[src/design/mtpc_pkg.sv]
package mtpc_pkg;

  localparam int DATA_W  = 32;
  localparam int ADDR_W  = 40;
  localparam int CNT_W   = 32;
  localparam int DIFF_W  = 6;
  localparam int CMD_W   = 2;
  localparam int MODE_W  = 2;
  localparam int CLS_W   = 2;
  localparam int PADDR_W = 5;
  localparam int PDATA_W = 64;
  localparam int REG_W   = 2;

  typedef logic [CMD_W-1:0]  cmd_t;
  typedef logic [MODE_W-1:0] mode_t;
  typedef logic [CLS_W-1:0]  cls_t;
  typedef logic [REG_W-1:0]  reg_idx_t;

  localparam cmd_t CMD_GEN   = 2'd0;
  localparam cmd_t CMD_CHECK = 2'd1;
  localparam cmd_t CMD_CLEAR = 2'd2;

  localparam mode_t MODE_OFFSET = 2'd0;
  localparam mode_t MODE_ALT    = 2'd1;
  localparam mode_t MODE_FIXED  = 2'd2;

  localparam cls_t CLS_NONE   = 2'd0;
  localparam cls_t CLS_SINGLE = 2'd1;
  localparam cls_t CLS_MULTI  = 2'd2;

  localparam reg_idx_t REG_BASE  = 2'd0;
  localparam reg_idx_t REG_MODE  = 2'd1;
  localparam reg_idx_t REG_FIXED = 2'd2;

  localparam logic [DATA_W-1:0] PAT_EVEN = 32'h5a5a_5a5a;
  localparam logic [DATA_W-1:0] PAT_ODD  = 32'ha5a5_a5a5;

  typedef struct packed {
    logic [ADDR_W-1:0] region_base;
    mode_t             pattern_mode;
    logic [DATA_W-1:0] fixed_pattern;
  } cfg_t;

  typedef struct packed {
    logic [DATA_W-1:0] expected;
    logic              mismatch;
    logic [DIFF_W-1:0] diff;
    cls_t              cls;
  } chk_t;

endpackage

[src/design/mtpc_if.sv]
interface mtpc_in_if;
  logic                          valid;
  logic                          ready;
  mtpc_pkg::cmd_t                cmd;
  logic [mtpc_pkg::DATA_W-1:0]   word_offset;
  logic [mtpc_pkg::DATA_W-1:0]   read_word;
  logic                          last_word;

  modport source (output valid, cmd, word_offset, read_word, last_word, input ready);
  modport sink   (input valid, cmd, word_offset, read_word, last_word, output ready);
endinterface

interface mtpc_out_if;
  logic                          valid;
  logic                          ready;
  logic [mtpc_pkg::DATA_W-1:0]   expected_word;
  logic                          mismatch;
  logic [mtpc_pkg::DIFF_W-1:0]   diff_bits;
  mtpc_pkg::cls_t                error_class;
  logic [mtpc_pkg::CNT_W-1:0]    single_errors;
  logic [mtpc_pkg::CNT_W-1:0]    multi_errors;
  logic                          pass_done;

  modport source (output valid, expected_word, mismatch, diff_bits, error_class,
                  single_errors, multi_errors, pass_done, input ready);
  modport sink   (input valid, expected_word, mismatch, diff_bits, error_class,
                  single_errors, multi_errors, pass_done, output ready);
endinterface

[src/design/mtpc_check.sv]
module mtpc_check (
  input  mtpc_pkg::cfg_t                cfg,
  input  mtpc_pkg::cmd_t                cmd,
  input  logic [mtpc_pkg::DATA_W-1:0]   word_offset,
  input  logic [mtpc_pkg::DATA_W-1:0]   read_word,
  output mtpc_pkg::chk_t                res
);

  logic [mtpc_pkg::DATA_W-1:0] offset_al;
  logic [2:0]                  addr_lo;
  logic [mtpc_pkg::DATA_W-1:0] expected;
  logic [mtpc_pkg::DATA_W-1:0] xdiff;
  logic [1:0] lvl1 [16];
  logic [2:0] lvl2 [8];
  logic [3:0] lvl3 [4];
  logic [4:0] lvl4 [2];
  logic [mtpc_pkg::DIFF_W-1:0] ones;

  assign offset_al = {word_offset[mtpc_pkg::DATA_W-1:2], 2'b00};
  // only the low three address bits matter for the alternating pattern
  assign addr_lo   = cfg.region_base[2:0] + offset_al[2:0];

  always_comb begin
    if (cfg.pattern_mode[1]) begin
      expected = cfg.fixed_pattern;
    end else if (cfg.pattern_mode == mtpc_pkg::MODE_ALT) begin
      expected = (addr_lo == 3'd0) ? mtpc_pkg::PAT_EVEN : mtpc_pkg::PAT_ODD;
    end else begin
      expected = offset_al;
    end
  end

  assign xdiff = expected ^ read_word;

  // adder tree population count
  always_comb begin
    for (int i = 0; i < 16; i++) lvl1[i] = {1'b0, xdiff[2*i]} + {1'b0, xdiff[2*i+1]};
    for (int i = 0; i < 8; i++)  lvl2[i] = {1'b0, lvl1[2*i]} + {1'b0, lvl1[2*i+1]};
    for (int i = 0; i < 4; i++)  lvl3[i] = {1'b0, lvl2[2*i]} + {1'b0, lvl2[2*i+1]};
    for (int i = 0; i < 2; i++)  lvl4[i] = {1'b0, lvl3[2*i]} + {1'b0, lvl3[2*i+1]};
    ones = {1'b0, lvl4[0]} + {1'b0, lvl4[1]};
  end

  always_comb begin
    res.expected = expected;
    res.mismatch = 1'b0;
    res.diff     = '0;
    res.cls      = mtpc_pkg::CLS_NONE;
    if (cmd == mtpc_pkg::CMD_CHECK) begin
      res.diff     = ones;
      res.mismatch = (ones != '0);
      if (ones == 6'd1) begin
        res.cls = mtpc_pkg::CLS_SINGLE;
      end else if (ones != '0) begin
        res.cls = mtpc_pkg::CLS_MULTI;
      end
    end
  end

endmodule

[src/design/memory_test_pattern_checker_core.sv]
// Memory test pattern checker. Each input word carries a command (generate,
// check, clear), a byte offset into the tested region, the word read back and
// an end-of-pass flag; each produces exactly one result word with the expected
// pattern, the compare outcome, both saturating error counters as they stand
// after that word, and the pass flag echoed. Throughput is one word per clock:
// a word is taken into an input register, the pattern, xor, popcount and
// counter update happen in one combinational pass, and the result lands in an
// output register, which drives out valid. The output register decouples the
// sides: a new word is accepted while a result waits, and only a full pipe
// with out.ready low stalls the input. Registers sit on an APB port at 8-byte
// spacing: 0x00 region_base (40 bits), 0x08 pattern_mode, 0x10 fixed_pattern;
// write them only while the pipe is empty.
module memory_test_pattern_checker_core (
  input  logic                             clk,
  input  logic                             rst_n,
  mtpc_in_if.sink                          in_ch,
  mtpc_out_if.source                       out_ch,
  input  logic                             cfg_psel,
  input  logic                             cfg_penable,
  input  logic                             cfg_pwrite,
  input  logic [mtpc_pkg::PADDR_W-1:0]     cfg_paddr,
  input  logic [mtpc_pkg::PDATA_W-1:0]     cfg_pwdata,
  output logic [mtpc_pkg::PDATA_W-1:0]     cfg_prdata,
  output logic                             cfg_pready
);

  // config registers
  mtpc_pkg::cfg_t cfg_r;
  mtpc_pkg::reg_idx_t reg_idx;
  logic cfg_wr;

  // input stage
  logic                        s1_valid_r;
  mtpc_pkg::cmd_t              s1_cmd_r;
  logic [mtpc_pkg::DATA_W-1:0] s1_offset_r;
  logic [mtpc_pkg::DATA_W-1:0] s1_rdata_r;
  logic                        s1_last_r;

  // error counters
  logic [mtpc_pkg::CNT_W-1:0] single_cnt_r, single_cnt_nxt;
  logic [mtpc_pkg::CNT_W-1:0] multi_cnt_r, multi_cnt_nxt;

  // output stage
  logic                        out_valid_r;
  mtpc_pkg::chk_t              out_chk_r;
  logic [mtpc_pkg::CNT_W-1:0]  out_single_r;
  logic [mtpc_pkg::CNT_W-1:0]  out_multi_r;
  logic                        out_last_r;

  mtpc_pkg::chk_t chk;
  logic out_free, s1_adv, in_ready, in_acc;

  // ---------------------------------------------------------------------------
  // APB register file: zero wait states, write on the access phase
  // ---------------------------------------------------------------------------
  assign cfg_pready = 1'b1;
  assign reg_idx    = cfg_paddr[mtpc_pkg::PADDR_W-1:3];
  assign cfg_wr     = cfg_psel & cfg_penable & cfg_pwrite;

  always_ff @(posedge clk) begin
    if (!rst_n) begin
      cfg_r <= '0;
    end else if (cfg_wr) begin
      case (reg_idx)
        mtpc_pkg::REG_BASE:  cfg_r.region_base   <= cfg_pwdata[mtpc_pkg::ADDR_W-1:0];
        mtpc_pkg::REG_MODE:  cfg_r.pattern_mode  <= cfg_pwdata[mtpc_pkg::MODE_W-1:0];
        mtpc_pkg::REG_FIXED: cfg_r.fixed_pattern <= cfg_pwdata[mtpc_pkg::DATA_W-1:0];
        default: ;
      endcase
    end
  end

  always_comb begin
    case (reg_idx)
      mtpc_pkg::REG_BASE:
        cfg_prdata = {{(mtpc_pkg::PDATA_W-mtpc_pkg::ADDR_W){1'b0}}, cfg_r.region_base};
      mtpc_pkg::REG_MODE:
        cfg_prdata = {{(mtpc_pkg::PDATA_W-mtpc_pkg::MODE_W){1'b0}}, cfg_r.pattern_mode};
      mtpc_pkg::REG_FIXED:
        cfg_prdata = {{(mtpc_pkg::PDATA_W-mtpc_pkg::DATA_W){1'b0}}, cfg_r.fixed_pattern};
      default:
        cfg_prdata = '0;
    endcase
  end

  // ---------------------------------------------------------------------------
  // Handshake: two-entry pipe, input stage drains into the output register
  // whenever that register is empty or being taken this cycle.
  // ---------------------------------------------------------------------------
  assign out_free    = !out_valid_r || out_ch.ready;
  assign s1_adv      = s1_valid_r && out_free;
  assign in_ready    = !s1_valid_r || out_free;
  assign in_acc      = in_ch.valid && in_ready;
  assign in_ch.ready = in_ready;

  always_ff @(posedge clk) begin
    if (!rst_n) begin
      s1_valid_r <= 1'b0;
    end else if (in_acc) begin
      s1_valid_r <= 1'b1;
    end else if (s1_adv) begin
      s1_valid_r <= 1'b0;
    end
  end

  always_ff @(posedge clk) begin
    if (in_acc) begin
      s1_cmd_r    <= in_ch.cmd;
      s1_offset_r <= in_ch.word_offset;
      s1_rdata_r  <= in_ch.read_word;
      s1_last_r   <= in_ch.last_word;
    end
  end

  // pattern, compare, popcount, classify
  mtpc_check u_check (
    .cfg         (cfg_r),
    .cmd         (s1_cmd_r),
    .word_offset (s1_offset_r),
    .read_word   (s1_rdata_r),
    .res         (chk)
  );

  // saturating counters; clear wins over nothing else since one cmd per word
  always_comb begin
    single_cnt_nxt = single_cnt_r;
    multi_cnt_nxt  = multi_cnt_r;
    if (s1_cmd_r == mtpc_pkg::CMD_CLEAR) begin
      single_cnt_nxt = '0;
      multi_cnt_nxt  = '0;
    end else if (chk.cls == mtpc_pkg::CLS_SINGLE) begin
      if (single_cnt_r != '1) single_cnt_nxt = single_cnt_r + 1'b1;
    end else if (chk.cls == mtpc_pkg::CLS_MULTI) begin
      if (multi_cnt_r != '1) multi_cnt_nxt = multi_cnt_r + 1'b1;
    end
  end

  always_ff @(posedge clk) begin
    if (!rst_n) begin
      single_cnt_r <= '0;
      multi_cnt_r  <= '0;
    end else if (s1_adv) begin
      single_cnt_r <= single_cnt_nxt;
      multi_cnt_r  <= multi_cnt_nxt;
    end
  end

  // output register
  always_ff @(posedge clk) begin
    if (!rst_n) begin
      out_valid_r <= 1'b0;
    end else if (s1_adv) begin
      out_valid_r <= 1'b1;
    end else if (out_ch.ready) begin
      out_valid_r <= 1'b0;
    end
  end

  always_ff @(posedge clk) begin
    if (s1_adv) begin
      out_chk_r    <= chk;
      out_single_r <= single_cnt_nxt;
      out_multi_r  <= multi_cnt_nxt;
      out_last_r   <= s1_last_r;
    end
  end

  assign out_ch.valid         = out_valid_r;
  assign out_ch.expected_word = out_chk_r.expected;
  assign out_ch.mismatch      = out_chk_r.mismatch;
  assign out_ch.diff_bits     = out_chk_r.diff;
  assign out_ch.error_class   = out_chk_r.cls;
  assign out_ch.single_errors = out_single_r;
  assign out_ch.multi_errors  = out_multi_r;
  assign out_ch.pass_done     = out_last_r;

endmodule
[src/flat_wrapper.sv]
// flat-port wrapper written by rule: the top's interface ports become plain ports
module memory_test_pattern_checker_core_flat 
  (clk, rst_n, cfg_psel, cfg_penable, cfg_pwrite, cfg_paddr, cfg_pwdata, cfg_prdata, cfg_pready, in_ch_valid, in_ch_cmd, in_ch_word_offset, in_ch_read_word, in_ch_last_word, in_ch_ready, out_ch_valid, out_ch_expected_word, out_ch_mismatch, out_ch_diff_bits, out_ch_error_class, out_ch_single_errors, out_ch_multi_errors, out_ch_pass_done, out_ch_ready);
  mtpc_in_if in_ch_i ();
  mtpc_out_if out_ch_i ();
  input  logic clk;
  input  logic rst_n;
  input  logic cfg_psel;
  input  logic cfg_penable;
  input  logic cfg_pwrite;
  input  logic [mtpc_pkg::PADDR_W-1:0] cfg_paddr;
  input  logic [mtpc_pkg::PDATA_W-1:0] cfg_pwdata;
  output logic [mtpc_pkg::PDATA_W-1:0] cfg_prdata;
  output logic cfg_pready;
  input wire logic [$bits(in_ch_i.valid)-1:0] in_ch_valid;
  input wire logic [$bits(in_ch_i.cmd)-1:0] in_ch_cmd;
  input wire logic [$bits(in_ch_i.word_offset)-1:0] in_ch_word_offset;
  input wire logic [$bits(in_ch_i.read_word)-1:0] in_ch_read_word;
  input wire logic [$bits(in_ch_i.last_word)-1:0] in_ch_last_word;
  output wire logic [$bits(in_ch_i.ready)-1:0] in_ch_ready;
  output wire logic [$bits(out_ch_i.valid)-1:0] out_ch_valid;
  output wire logic [$bits(out_ch_i.expected_word)-1:0] out_ch_expected_word;
  output wire logic [$bits(out_ch_i.mismatch)-1:0] out_ch_mismatch;
  output wire logic [$bits(out_ch_i.diff_bits)-1:0] out_ch_diff_bits;
  output wire logic [$bits(out_ch_i.error_class)-1:0] out_ch_error_class;
  output wire logic [$bits(out_ch_i.single_errors)-1:0] out_ch_single_errors;
  output wire logic [$bits(out_ch_i.multi_errors)-1:0] out_ch_multi_errors;
  output wire logic [$bits(out_ch_i.pass_done)-1:0] out_ch_pass_done;
  input wire logic [$bits(out_ch_i.ready)-1:0] out_ch_ready;
  assign in_ch_i.valid = in_ch_valid;
  assign in_ch_i.cmd = in_ch_cmd;
  assign in_ch_i.word_offset = in_ch_word_offset;
  assign in_ch_i.read_word = in_ch_read_word;
  assign in_ch_i.last_word = in_ch_last_word;
  assign in_ch_ready = in_ch_i.ready;
  assign out_ch_valid = out_ch_i.valid;
  assign out_ch_expected_word = out_ch_i.expected_word;
  assign out_ch_mismatch = out_ch_i.mismatch;
  assign out_ch_diff_bits = out_ch_i.diff_bits;
  assign out_ch_error_class = out_ch_i.error_class;
  assign out_ch_single_errors = out_ch_i.single_errors;
  assign out_ch_multi_errors = out_ch_i.multi_errors;
  assign out_ch_pass_done = out_ch_i.pass_done;
  assign out_ch_i.ready = out_ch_ready;
  memory_test_pattern_checker_core u_core (.clk(clk), .rst_n(rst_n), .in_ch(in_ch_i), .out_ch(out_ch_i), .cfg_psel(cfg_psel), .cfg_penable(cfg_penable), .cfg_pwrite(cfg_pwrite), .cfg_paddr(cfg_paddr), .cfg_pwdata(cfg_pwdata), .cfg_prdata(cfg_prdata), .cfg_pready(cfg_pready));
endmodule
[config.mk]
export PLATFORM = sky130hd
export DESIGN_NAME = memory_test_pattern_checker_core_flat
export DESIGN_NICKNAME = d
export VERILOG_FILES = /design/src/design/mtpc_pkg.sv /design/src/design/mtpc_if.sv /design/src/design/mtpc_check.sv /design/src/design/memory_test_pattern_checker_core.sv /design/src/flat_wrapper.sv
export SDC_FILE = /design/constraint.sdc
export NUM_CORES = 1
export LEC_CHECK = 0
export BUFFER_PORTS_ARGS = -buffer_cell sky130_fd_sc_hd__buf_2
export CAP_MARGIN = 30
export CELL_PAD_IN_SITES_DETAIL_PLACEMENT = 0
export CELL_PAD_IN_SITES_GLOBAL_PLACEMENT = 1
export CORE_ASPECT_RATIO = 0.8
export CORE_MARGIN = 2
export CORE_UTILIZATION = 40
export DETAILED_ROUTE_END_ITERATION = 16
export PLACE_DENSITY = 0.83
export SLEW_MARGIN = 20
export SYNTH_ARGS = -nofsm -noshare
export SYNTH_HDL_FRONTEND = slang
export SYNTH_HIERARCHICAL = 1
export SYNTH_SLANG_ARGS = --single-unit
[constraint.sdc]
create_clock -name clk -period 15.1 [get_ports clk]
set_clock_uncertainty 0.05 [all_clocks]
set_input_delay 2.265 -clock clk [delete_from_list [all_inputs] [get_ports clk]]
set_output_delay 2.265 -clock clk [all_outputs]
set_load 0.02 [all_outputs]
==> results of run 1 <==
[routing by layer]
metal / routed length (um) / GRT usage / part of all wire
met5: 0 / 0 / 0
met4: 1380 / 0.0870 / 0.034
met3: 2850 / 0.0417 / 0.069
met2: 17200 / 0.285 / 0.42
met1: 19700 / 0.309 / 0.48
[worst max-delay path, delay by kind of cell (launching register included)]
kind	cells	cell delay, ns
adders and majority gates	8	3.60
buffers and inverters	6	0.77
and+or+nand+nor	7	2.26
DFF	1	0.35
AOI/OAI and AO/OA	4	1.55
xor gates and xnor gates	1	0.22
[through the flow]
step	instances	power [mW]	utilization	area (um2)	hold WS, ns
final	2238	2.72	0.481	17900	0.373
after global routing	2236	2.91	0.481	17900	0.390
after global placement	2158	1.90	0.449	16700	0.372
after CTS	2221	2.73	0.478	17700	0.371
after detailed placement	2158	1.92	0.449	16700	0.357
after floorplan	1507	1.69	-	15200	0.350
[power by group]
group	leakage [nW]	internal [mW]	switching, mW
clock	0.516	0.463	0.347
sequential	2.73	0.945	0.0134
combinational	3.45	0.360	0.590
total	6.70	1.77	0.950
[final timing paths]
check                   start  cells past startpoint                              to  slack (ns)
max          u_core/cfg_r[33]                     26  u_core/out_ch.multi_errors[18]        6.13
min          u_core/s1_last_r                      0         u_core/out_ch.pass_done        0.37
min reg2reg  u_core/s1_last_r                      0         u_core/out_ch.pass_done        0.37
max reg2reg  u_core/cfg_r[33]                     26  u_core/out_ch.multi_errors[18]        6.13
[placed cells by master (no fill, tap or decap), types with 6 or more instances in the layout]
cell type,count
nand4_1,37
mux2i_1,37
clkinv_1,6
and3_1,7
nand2_1,230
fa_1,24
dfxtp_1,139
nand3_1,43
and4_1,9
buf_2,261
xor2_1,75
clkbuf_1,12
diode_2,12
conb_1,25
or3_1,18
nor4_1,14
and2_1,15
xnor2_1,51
nor3b_1,30
nor2_1,146
a21boi_0,78
clkbuf_16,36
nand2b_1,6
inv_1,31
buf_4,19
a21oi_1,54
edfxtp_1,171
nor3_1,37
nor2b_1,14
o21ai_0,16
ha_1,9
[state kept, by name (all words and copies together) (netlist names), 6 cells and up]
name and cells:
u_core/out_ch.multi_errors 32, u_core/s1_rdata_r 32, u_core/single_cnt_r 32, u_core/out_ch.single_errors 32
u_core/s1_offset_r 30, u_core/out_ch.expected_word 32, u_core/cfg_r 74, u_core/multi_cnt_r 32
u_core/out_ch.diff_bits 6
[final cells by class]
cell class / instances / area (um2) / area share
Clock inverter: 14 / 105 / 0.00589
Clock buffer: 49 / 960 / 0.0537
Sequential cell: 311 / 7940 / 0.445
Tap cell: 487 / 609 / 0.0341
Inverter: 32 / 123 / 0.00687
Multi-Input combinational cell: 1049 / 6560 / 0.367
Antenna cell: 12 / 30.0 / 0.00168
Timing Repair Buffer: 284 / 1540 / 0.0860
==> impl_metrics.json, run 1 <==
{
  "status": "finished, final reports clean",
  "dpl.hpwl_mm": 28.4,
  "crit_fanout": 61,
  "numCtsBuffers": 35,
  "cts_resized": 0,
  "timing.final.crit_period_ns": 8.97,
  "h-tree-depth": 2,
  "avgSynthCellArea_um2": 10.2,
  "fmax_mhz": 111,
  "p_leak_nw": 6.70,
  "grt_use_total": 0.206,
  "initial_utilization": 0.406,
  "endpoint_kind": "flip-flop",
  "rsz0062_at_grt": "no",
  "drcViolationCount": 0,
  "die_w_um": 221,
  "post-cts-setup-buffers": 0,
  "cts_sinks": 311,
  "fillCellCount": 3527,
  "grt_pass1_wl_mm": 63.3,
  "slowest_delay_ns": 0.72,
  "avgRoutedWirePerCell_um": 18.4,
  "cts_tree": "yes",
  "ant_nets": 0,
  "startpoint_type": "flip-flop",
  "final.setup.tns_ns": 0,
  "dieArea_um2": 39300,
  "gr-total-overflow": 0,
  "postCtsHoldBufs": 0,
  "grt_pass1_vias": 10900,
  "path_clk_slew_ns": 0.06,
  "synth_warnings": 6,
  "antenna_found_initial": 13,
  "drt_iter0_markers": 967,
  "layout-drive-gt1-share": 0.206,
  "critPathArrivalTime_ns": 9.29,
  "nets": 1889,
  "grt_start_max_net_pins": 103,
  "io_pins": 316,
  "maxCapViolCount": 0,
  "syn_area_um2": 15100,
  "hp-class": "flip-flop to flip-flop",
  "place_congestion": 0.886,
  "cts_root_buf": "clkbuf_16",
  "vias_per_cell": 5.15,
  "worstPathRequired_ns": 15.41,
  "die-height_um": 178,
  "critPathSlowestCell": "nor2b_2",
  "clk_latency_ns": 0.53,
  "fp.coreArea_um2": 37100,
  "clk_path_buf_depth": 3,
  "dr.pass1.iters": 5,
  "row_count": 63,
  "place_ws_ns": 6.08,
  "via_count": 11500,
  "min_period_over_period": 0.594,
  "p_per_area_nw_per_um2": 152,
  "hold_viol_final": 0,
  "timing.final.ws_setup_ns": 6.13,
  "ir_drop_mv": 0.250,
  "path_class": "flip-flop to flip-flop",
  "setup_viol": 0,
  "cpMostUsedCell": "fa_1",
  "portBuffers": 261,
  "wl_mm": 41.1,
  "maxSlewHeadroom": 0.318,
  "synth_cells": 1484,
  "area_growth_pct": 18.4,
  "tightest_slew_ns": 1.01,
  "drv_slew": 0
}
(Power assumes the default switching activity.)
==> run 2, diff against run 1 <==
- clock period: 15.1 -> 8.7 ns (I/O delays scaled with it)
==> run 2 against run 1 <==
Register-to-register slack worse by 5.6 ns; flip-flop and latch count unchanged; combinational power up 75%; die area unchanged; routed wire length down 0.37%; total power up 82%; sequential power up 73%; global-route usage about the same; cell area up 1.0%; non-clock buffer count up 1; setup slack worse by 5.6 ns; fmax up 9.9%; critical path type unchanged; critical endpoint is now u_core/out_ch.multi_errors[22].
==> impl_metrics.json, run 2 (same netlist as run 1, synthesis figures left out) <==
{
  "cts_sinks": 311,
  "worst_r2r_endpoint": "u_core/out_ch.multi_errors[22]",
  "p_leak_nw": 6.79,
  "area_growth_pct": 19.6,
  "maxSlewHeadroom": 0.292,
  "wl_mm": 40.9,
  "p_per_area_nw_per_um2": 274,
  "cpMostUsedCell": "fa_1",
  "fp.coreArea_um2": 37100,
  "grt_start_max_net_pins": 103,
  "fillCellCount": 3459,
  "final_cell_area_um2": 18000,
  "ir_drop_mv": 0.306,
  "path_clk_slew_ns": 0.06,
  "cts_root_buf": "clkbuf_16",
  "die_w_um": 221,
  "critPathArrivalTime_ns": 8.38,
  "hold_viol_final": 0,
  "post-cts-setup-buffers": 0,
  "hp-class": "flip-flop to flip-flop",
  "dpl.hpwl_mm": 28.3,
  "cts_tree": "yes",
  "avgRoutedWirePerCell_um": 18.3,
  "min_period_over_period": 0.939,
  "dieArea_um2": 39300,
  "vias_per_cell": 5.18,
  "largest_reg_flops": 74,
  "place_ws_ns": 0.585,
  "startpoint_type": "flip-flop",
  "worstPathRequired_ns": 8.91,
  "grt_pass1_wl_mm": 63.1,
  "final_cell_mix": "buf_2 (261), nand2_1 (230), edfxtp_1 (171), nor2_1 (146), dfxtp_1 (139)",
  "tightest_slew_ns": 1.05,
  "io_pins": 316,
  "maxCapViolCount": 0,
  "path_class": "flip-flop to flip-flop",
  "worst_hold_path.endpoint": "u_core/out_ch.pass_done",
  "antenna_found_initial": 13,
  "h-tree-depth": 2,
  "clk_latency_ns": 0.53,
  "dr.pass1.iters": 4,
  "final_common_cell": "buf_2",
  "critPathSlowestCell": "fa_1",
  "setup_viol": 0,
  "status": "finished, final reports clean",
  "slowest_delay_ns": 0.55,
  "stdcell_count": 2236,
  "reg2reg_from": "u_core/s1_offset_r[2]",
  "grt_pass1_vias": 11000,
  "grt_use_total": 0.205,
  "timing.final.ws_setup_ns": 0.534,
  "initial_utilization": 0.406,
  "drv_slew": 0,
  "fmax_mhz": 122,
  "cts_resized": 0,
  "rsz0062_at_grt": "no",
  "crit_buf_inv": 4,
  "ant_nets": 0,
  "die-height_um": 178,
  "endpoint_kind": "flip-flop",
  "portBuffers": 261,
  "row_count": 63,
  "layout-drive-gt1-share": 0.211,
  "r2r_setup_slack_ns": 0.53,
  "place_congestion": 0.860,
  "crit_family": "adder cells",
  "nets": 1890,
  "via_count": 11600,
  "drt_iter0_markers": 867,
  "place_area_um2": 16700,
  "drcViolationCount": 0,
  "crit_fanout": 16,
  "final.setup.tns_ns": 0,
  "timing.final.crit_period_ns": 8.17,
  "top_register": "u_core/cfg_r",
  "whs_path_depth": 0,
  "numCtsBuffers": 35,
  "hp-start": "u_core/s1_last_r",
  "gr-total-overflow": 0,
  "clk_path_buf_depth": 3,
  "postCtsHoldBufs": 0,
  "r2r_cells": 26,
  "place_inst": 2162
}
run 2: cell types whose count changed in the layout (fill, tap and decap cells not counted), sizes merged:
cell / previous run / this run
buf: 284 / 285
diode: 12 / 9
inv: 33 / 36
clkinvlp: 1 / 2
clkbuf: 49 / 44
bufinv: 1 / 7
clkinv: 11 / 6
run 2: routing by layer:
| metal | global-route usage | up-vias | wire (um) | part of all wire |
|---|---|---|---|---|
| li1 | - | 5560 | - | - |
| met1 | 0.303 | 5592 | 19600 | 0.48 |
| met5 | 0 | - | 13 | 0.00032 |
| met3 | 0.0392 | 74 | 2540 | 0.062 |
| met2 | 0.297 | 345 | 17600 | 0.43 |
| met4 | 0.0797 | 2 | 1220 | 0.030 |
run 2: per-stage QoR:
| step | utilization | total power, mW | hold slack [ns] |
|---|---|---|---|
| after floorplan | - | 2.94 | 0.350 |
| after global placement | 0.450 | 3.31 | 0.371 |
| after detailed placement | 0.451 | 3.35 | 0.405 |
| after CTS | 0.484 | 4.98 | 0.414 |
| after global routing | 0.486 | 5.24 | 0.427 |
| final | 0.486 | 4.94 | 0.405 |
run 2: how the worst max path moves through the flow:
stage / startpoint / endpoint / cells past startpoint
global placement: u_core/s1_offset_r[2] / u_core/out_ch.multi_errors[29] / 26
global route: u_core/s1_offset_r[2] / u_core/out_ch.multi_errors[30] / 26
finish: u_core/s1_offset_r[2] / u_core/out_ch.multi_errors[22] / 26
CTS: u_core/s1_offset_r[2] / u_core/out_ch.multi_errors[28] / 26
detailed placement: u_core/s1_offset_r[2] / u_core/out_ch.multi_errors[22] / 26
floorplan: u_core/s1_offset_r[2] / u_core/out_ch.multi_errors[29] / 27
run 2: worst reg2reg max path: cells and delay by family (launching register included):
| kind | cells | cell delay [ns] |
|---|---|---|
| fa+ha+maj | 8 | 3.72 |
| simple gates | 9 | 2.17 |
| compound gates | 2 | 0.75 |
| xor+xnor | 3 | 0.58 |
| flops | 1 | 0.40 |
| buf+inv | 4 | 0.24 |
run 2: cell type report:
class / count / area [um2] / area share
Timing Repair Buffer: 285 / 1550 / 0.0860
Clock inverter: 19 / 292 / 0.0162
Clock buffer: 44 / 952 / 0.0528
Tap cell: 487 / 609 / 0.0338
Antenna cell: 9 / 22.5 / 0.00125
Sequential cell: 311 / 7940 / 0.440
Multi-Input combinational cell: 1049 / 6550 / 0.363
Inverter: 32 / 123 / 0.00680
run 2: power by group:
group	switching, mW	internal, mW
Clock	0.624	0.992
Combinational	1.03	0.636
Sequential	0.0235	1.64
==> run 3, diff against run 2 <==
- REMOVE_ABC_BUFFERS: unset -> 1
==> run 3 against run 2 <==
Register-to-register slack improved by 0.13 ns; global-route usage decreased by 0.46 points; via count fell by 0.87%; hold slack worse by 0.023 ns; critical path type unchanged; sequential power about the same; routed wire length shrank 1.1%; critical endpoint is now u_core/out_ch.multi_errors[30]; fmax increased by 1.6%; combinational power is essentially flat.
==> impl_metrics.json, run 3 (same netlist as run 1, synthesis figures left out) <==
{
  "largest_reg_flops": 74,
  "drv_slew": 0,
  "status": "finished, final reports clean",
  "cts_root_buf": "clkbuf_16",
  "clk_latency_ns": 0.52,
  "startpoint_type": "flip-flop",
  "grt_use_total": 0.201,
  "setup_viol": 0,
  "place_area_um2": 16700,
  "vias_per_cell": 5.13,
  "gr-total-overflow": 0,
  "final_cell_area_um2": 17900,
  "power.share.combinational": 0.348,
  "place_congestion": 0.828,
  "p_leak_nw": 6.74,
  "grt_start_max_net_pins": 101,
  "slowest_delay_ns": 0.57,
  "crit_family": "adder cells",
  "postCtsHoldBufs": 0,
  "dpl.hpwl_mm": 27.1,
  "cts_resized": 0,
  "sw_frac_of_total": 0.346,
  "via_count": 11500,
  "cts_sinks": 311,
  "endpoint_kind": "flip-flop",
  "nets": 1893,
  "final_common_cell": "buf_2",
  "min_period_over_period": 0.924,
  "net-switching-power_mw": 1.64,
  "fillCellCount": 3442,
  "power_frac_seq": 0.352,
  "dr.pass1.iters": 5,
  "h-tree-depth": 2,
  "avgRoutedWirePerCell_um": 18.1,
  "final_cell_mix": "buf_2 (260), nand2_1 (230), edfxtp_1 (171), nor2_1 (146), dfxtp_1 (138)",
  "critPathSlowestCell": "fa_1",
  "cts_tree": "yes",
  "die-height_um": 178,
  "cpMostUsedCell": "fa_1",
  "crit_buf_inv": 4,
  "p_per_area_nw_per_um2": 264,
  "rsz0062_at_grt": "no",
  "post-cts-setup-buffers": 0,
  "ir_drop_mv": 0.284,
  "die_w_um": 221,
  "power.share.clock": 0.300,
  "timing.final.crit_period_ns": 8.04,
  "path_class": "flip-flop to flip-flop",
  "maxCapViolCount": 0,
  "top_register": "u_core/cfg_r",
  "final.setup.tns_ns": 0,
  "hp-class": "flip-flop to flip-flop",
  "io_pins": 316,
  "multi_input_area_um2": 6540,
  "maxSlewHeadroom": 0.365,
  "wl_mm": 40.5,
  "postLayoutCoreUtil": 0.482,
  "dieArea_um2": 39300,
  "hp-start": "u_core/s1_last_r",
  "path_clk_slew_ns": 0.06,
  "grt_pass1_wl_mm": 62.0,
  "crit_fanout": 10,
  "clk_path_buf_depth": 3,
  "reg2reg_from": "u_core/s1_offset_r[2]",
  "worstPathRequired_ns": 8.89,
  "layout-drive-gt1-share": 0.211,
  "place_inst": 2162,
  "crit_path_start": "u_core/s1_offset_r[2]",
  "fmax_mhz": 124,
  "place_ws_ns": 0.572,
  "stdcell_count": 2236,
  "portBuffers": 261,
  "timing.final.ws_setup_ns": 0.660,
  "grt_pass1_vias": 11100,
  "tightest_slew_ns": 0.952,
  "final-seq-area_um2": 7940,
  "p_int_mw": 3.09,
  "area_growth_pct": 18.6,
  "ant_nets": 0,
  "drcViolationCount": 0,
  "antenna_found_initial": 6,
  "fp.coreArea_um2": 37100,
  "row_count": 63,
  "numCtsBuffers": 35,
  "critPathArrivalTime_ns": 8.23,
  "drt_iter0_markers": 773,
  "hold_viol_final": 0,
  "initial_utilization": 0.406
}
run 3: cell type report:
class | count | share of cell area
inverters | 32 | 0.00699
diodes | 6 | 0.000839
well taps | 487 | 0.0340
flip-flops and latches | 311 | 0.444
clock buffers | 47 | 0.0543
repair buffers | 288 | 0.0879
multi-input cells | 1049 | 0.366
clock inverters | 16 | 0.00671
run 3: worst register-to-register path, stage by stage, from the launching register on:
cell and delay, ns:
edfxtp_1 0.39, xnor2_1 0.22, a21bo_2 0.36, nand2_1 0.14, xnor2_1 0.17, fa_1 0.57, inv_1 0.07, fa_1 0.50
fa_1 0.54, fa_1 0.55, inv_1 0.05, fa_1 0.51, fa_1 0.49, inv_1 0.07, ha_1 0.17, inv_1 0.06
fa_1 0.40, nor2b_1 0.18, nor2b_1 0.07, a41o_2 0.29, a31oi_1 0.32, nand2b_1 0.29, nor4_1 0.33, nand3_1 0.42
nor3_1 0.34, xnor2_1 0.16, nor2_1 0.06
run 3: final timing paths:
check	depth (start not counted)	end	slack, ns
worst max-delay path	26	u_core/out_ch.multi_errors[30]	0.66
worst min-delay path	0	u_core/out_ch.pass_done	0.38
worst max register to register	26	u_core/out_ch.multi_errors[30]	0.66
worst min register to register	0	u_core/out_ch.pass_done	0.38
run 3: power groups by stage:
| stage | Sequential, mW | Combinational, mW | Clock (mW) |
|---|---|---|---|
| floorplan | 1.74 | 1.14 | 0 |
| global placement | 1.70 | 1.61 | 0 |
| detailed placement | 1.70 | 1.65 | 0 |
| CTS | 1.67 | 1.66 | 1.46 |
| global route | 1.67 | 1.86 | 1.52 |
| finish | 1.66 | 1.65 | 1.42 |
run 3: layer usage:
| metal | global-route usage | wire, um |
|---|---|---|
| met1 | 0.278 | 18800 |
| met2 | 0.317 | 18500 |
| met3 | 0.0344 | 2170 |
| met4 | 0.0733 | 1030 |
| met5 | 0 | 0 |
run 3: through the flow:
stage	power (mW)	hold slack, ns
after floorplan	2.88	0.350
final	4.73	0.382
after detailed placement	3.35	0.368
after global routing	5.06	0.394
after CTS	4.79	0.386
after global placement	3.31	0.364
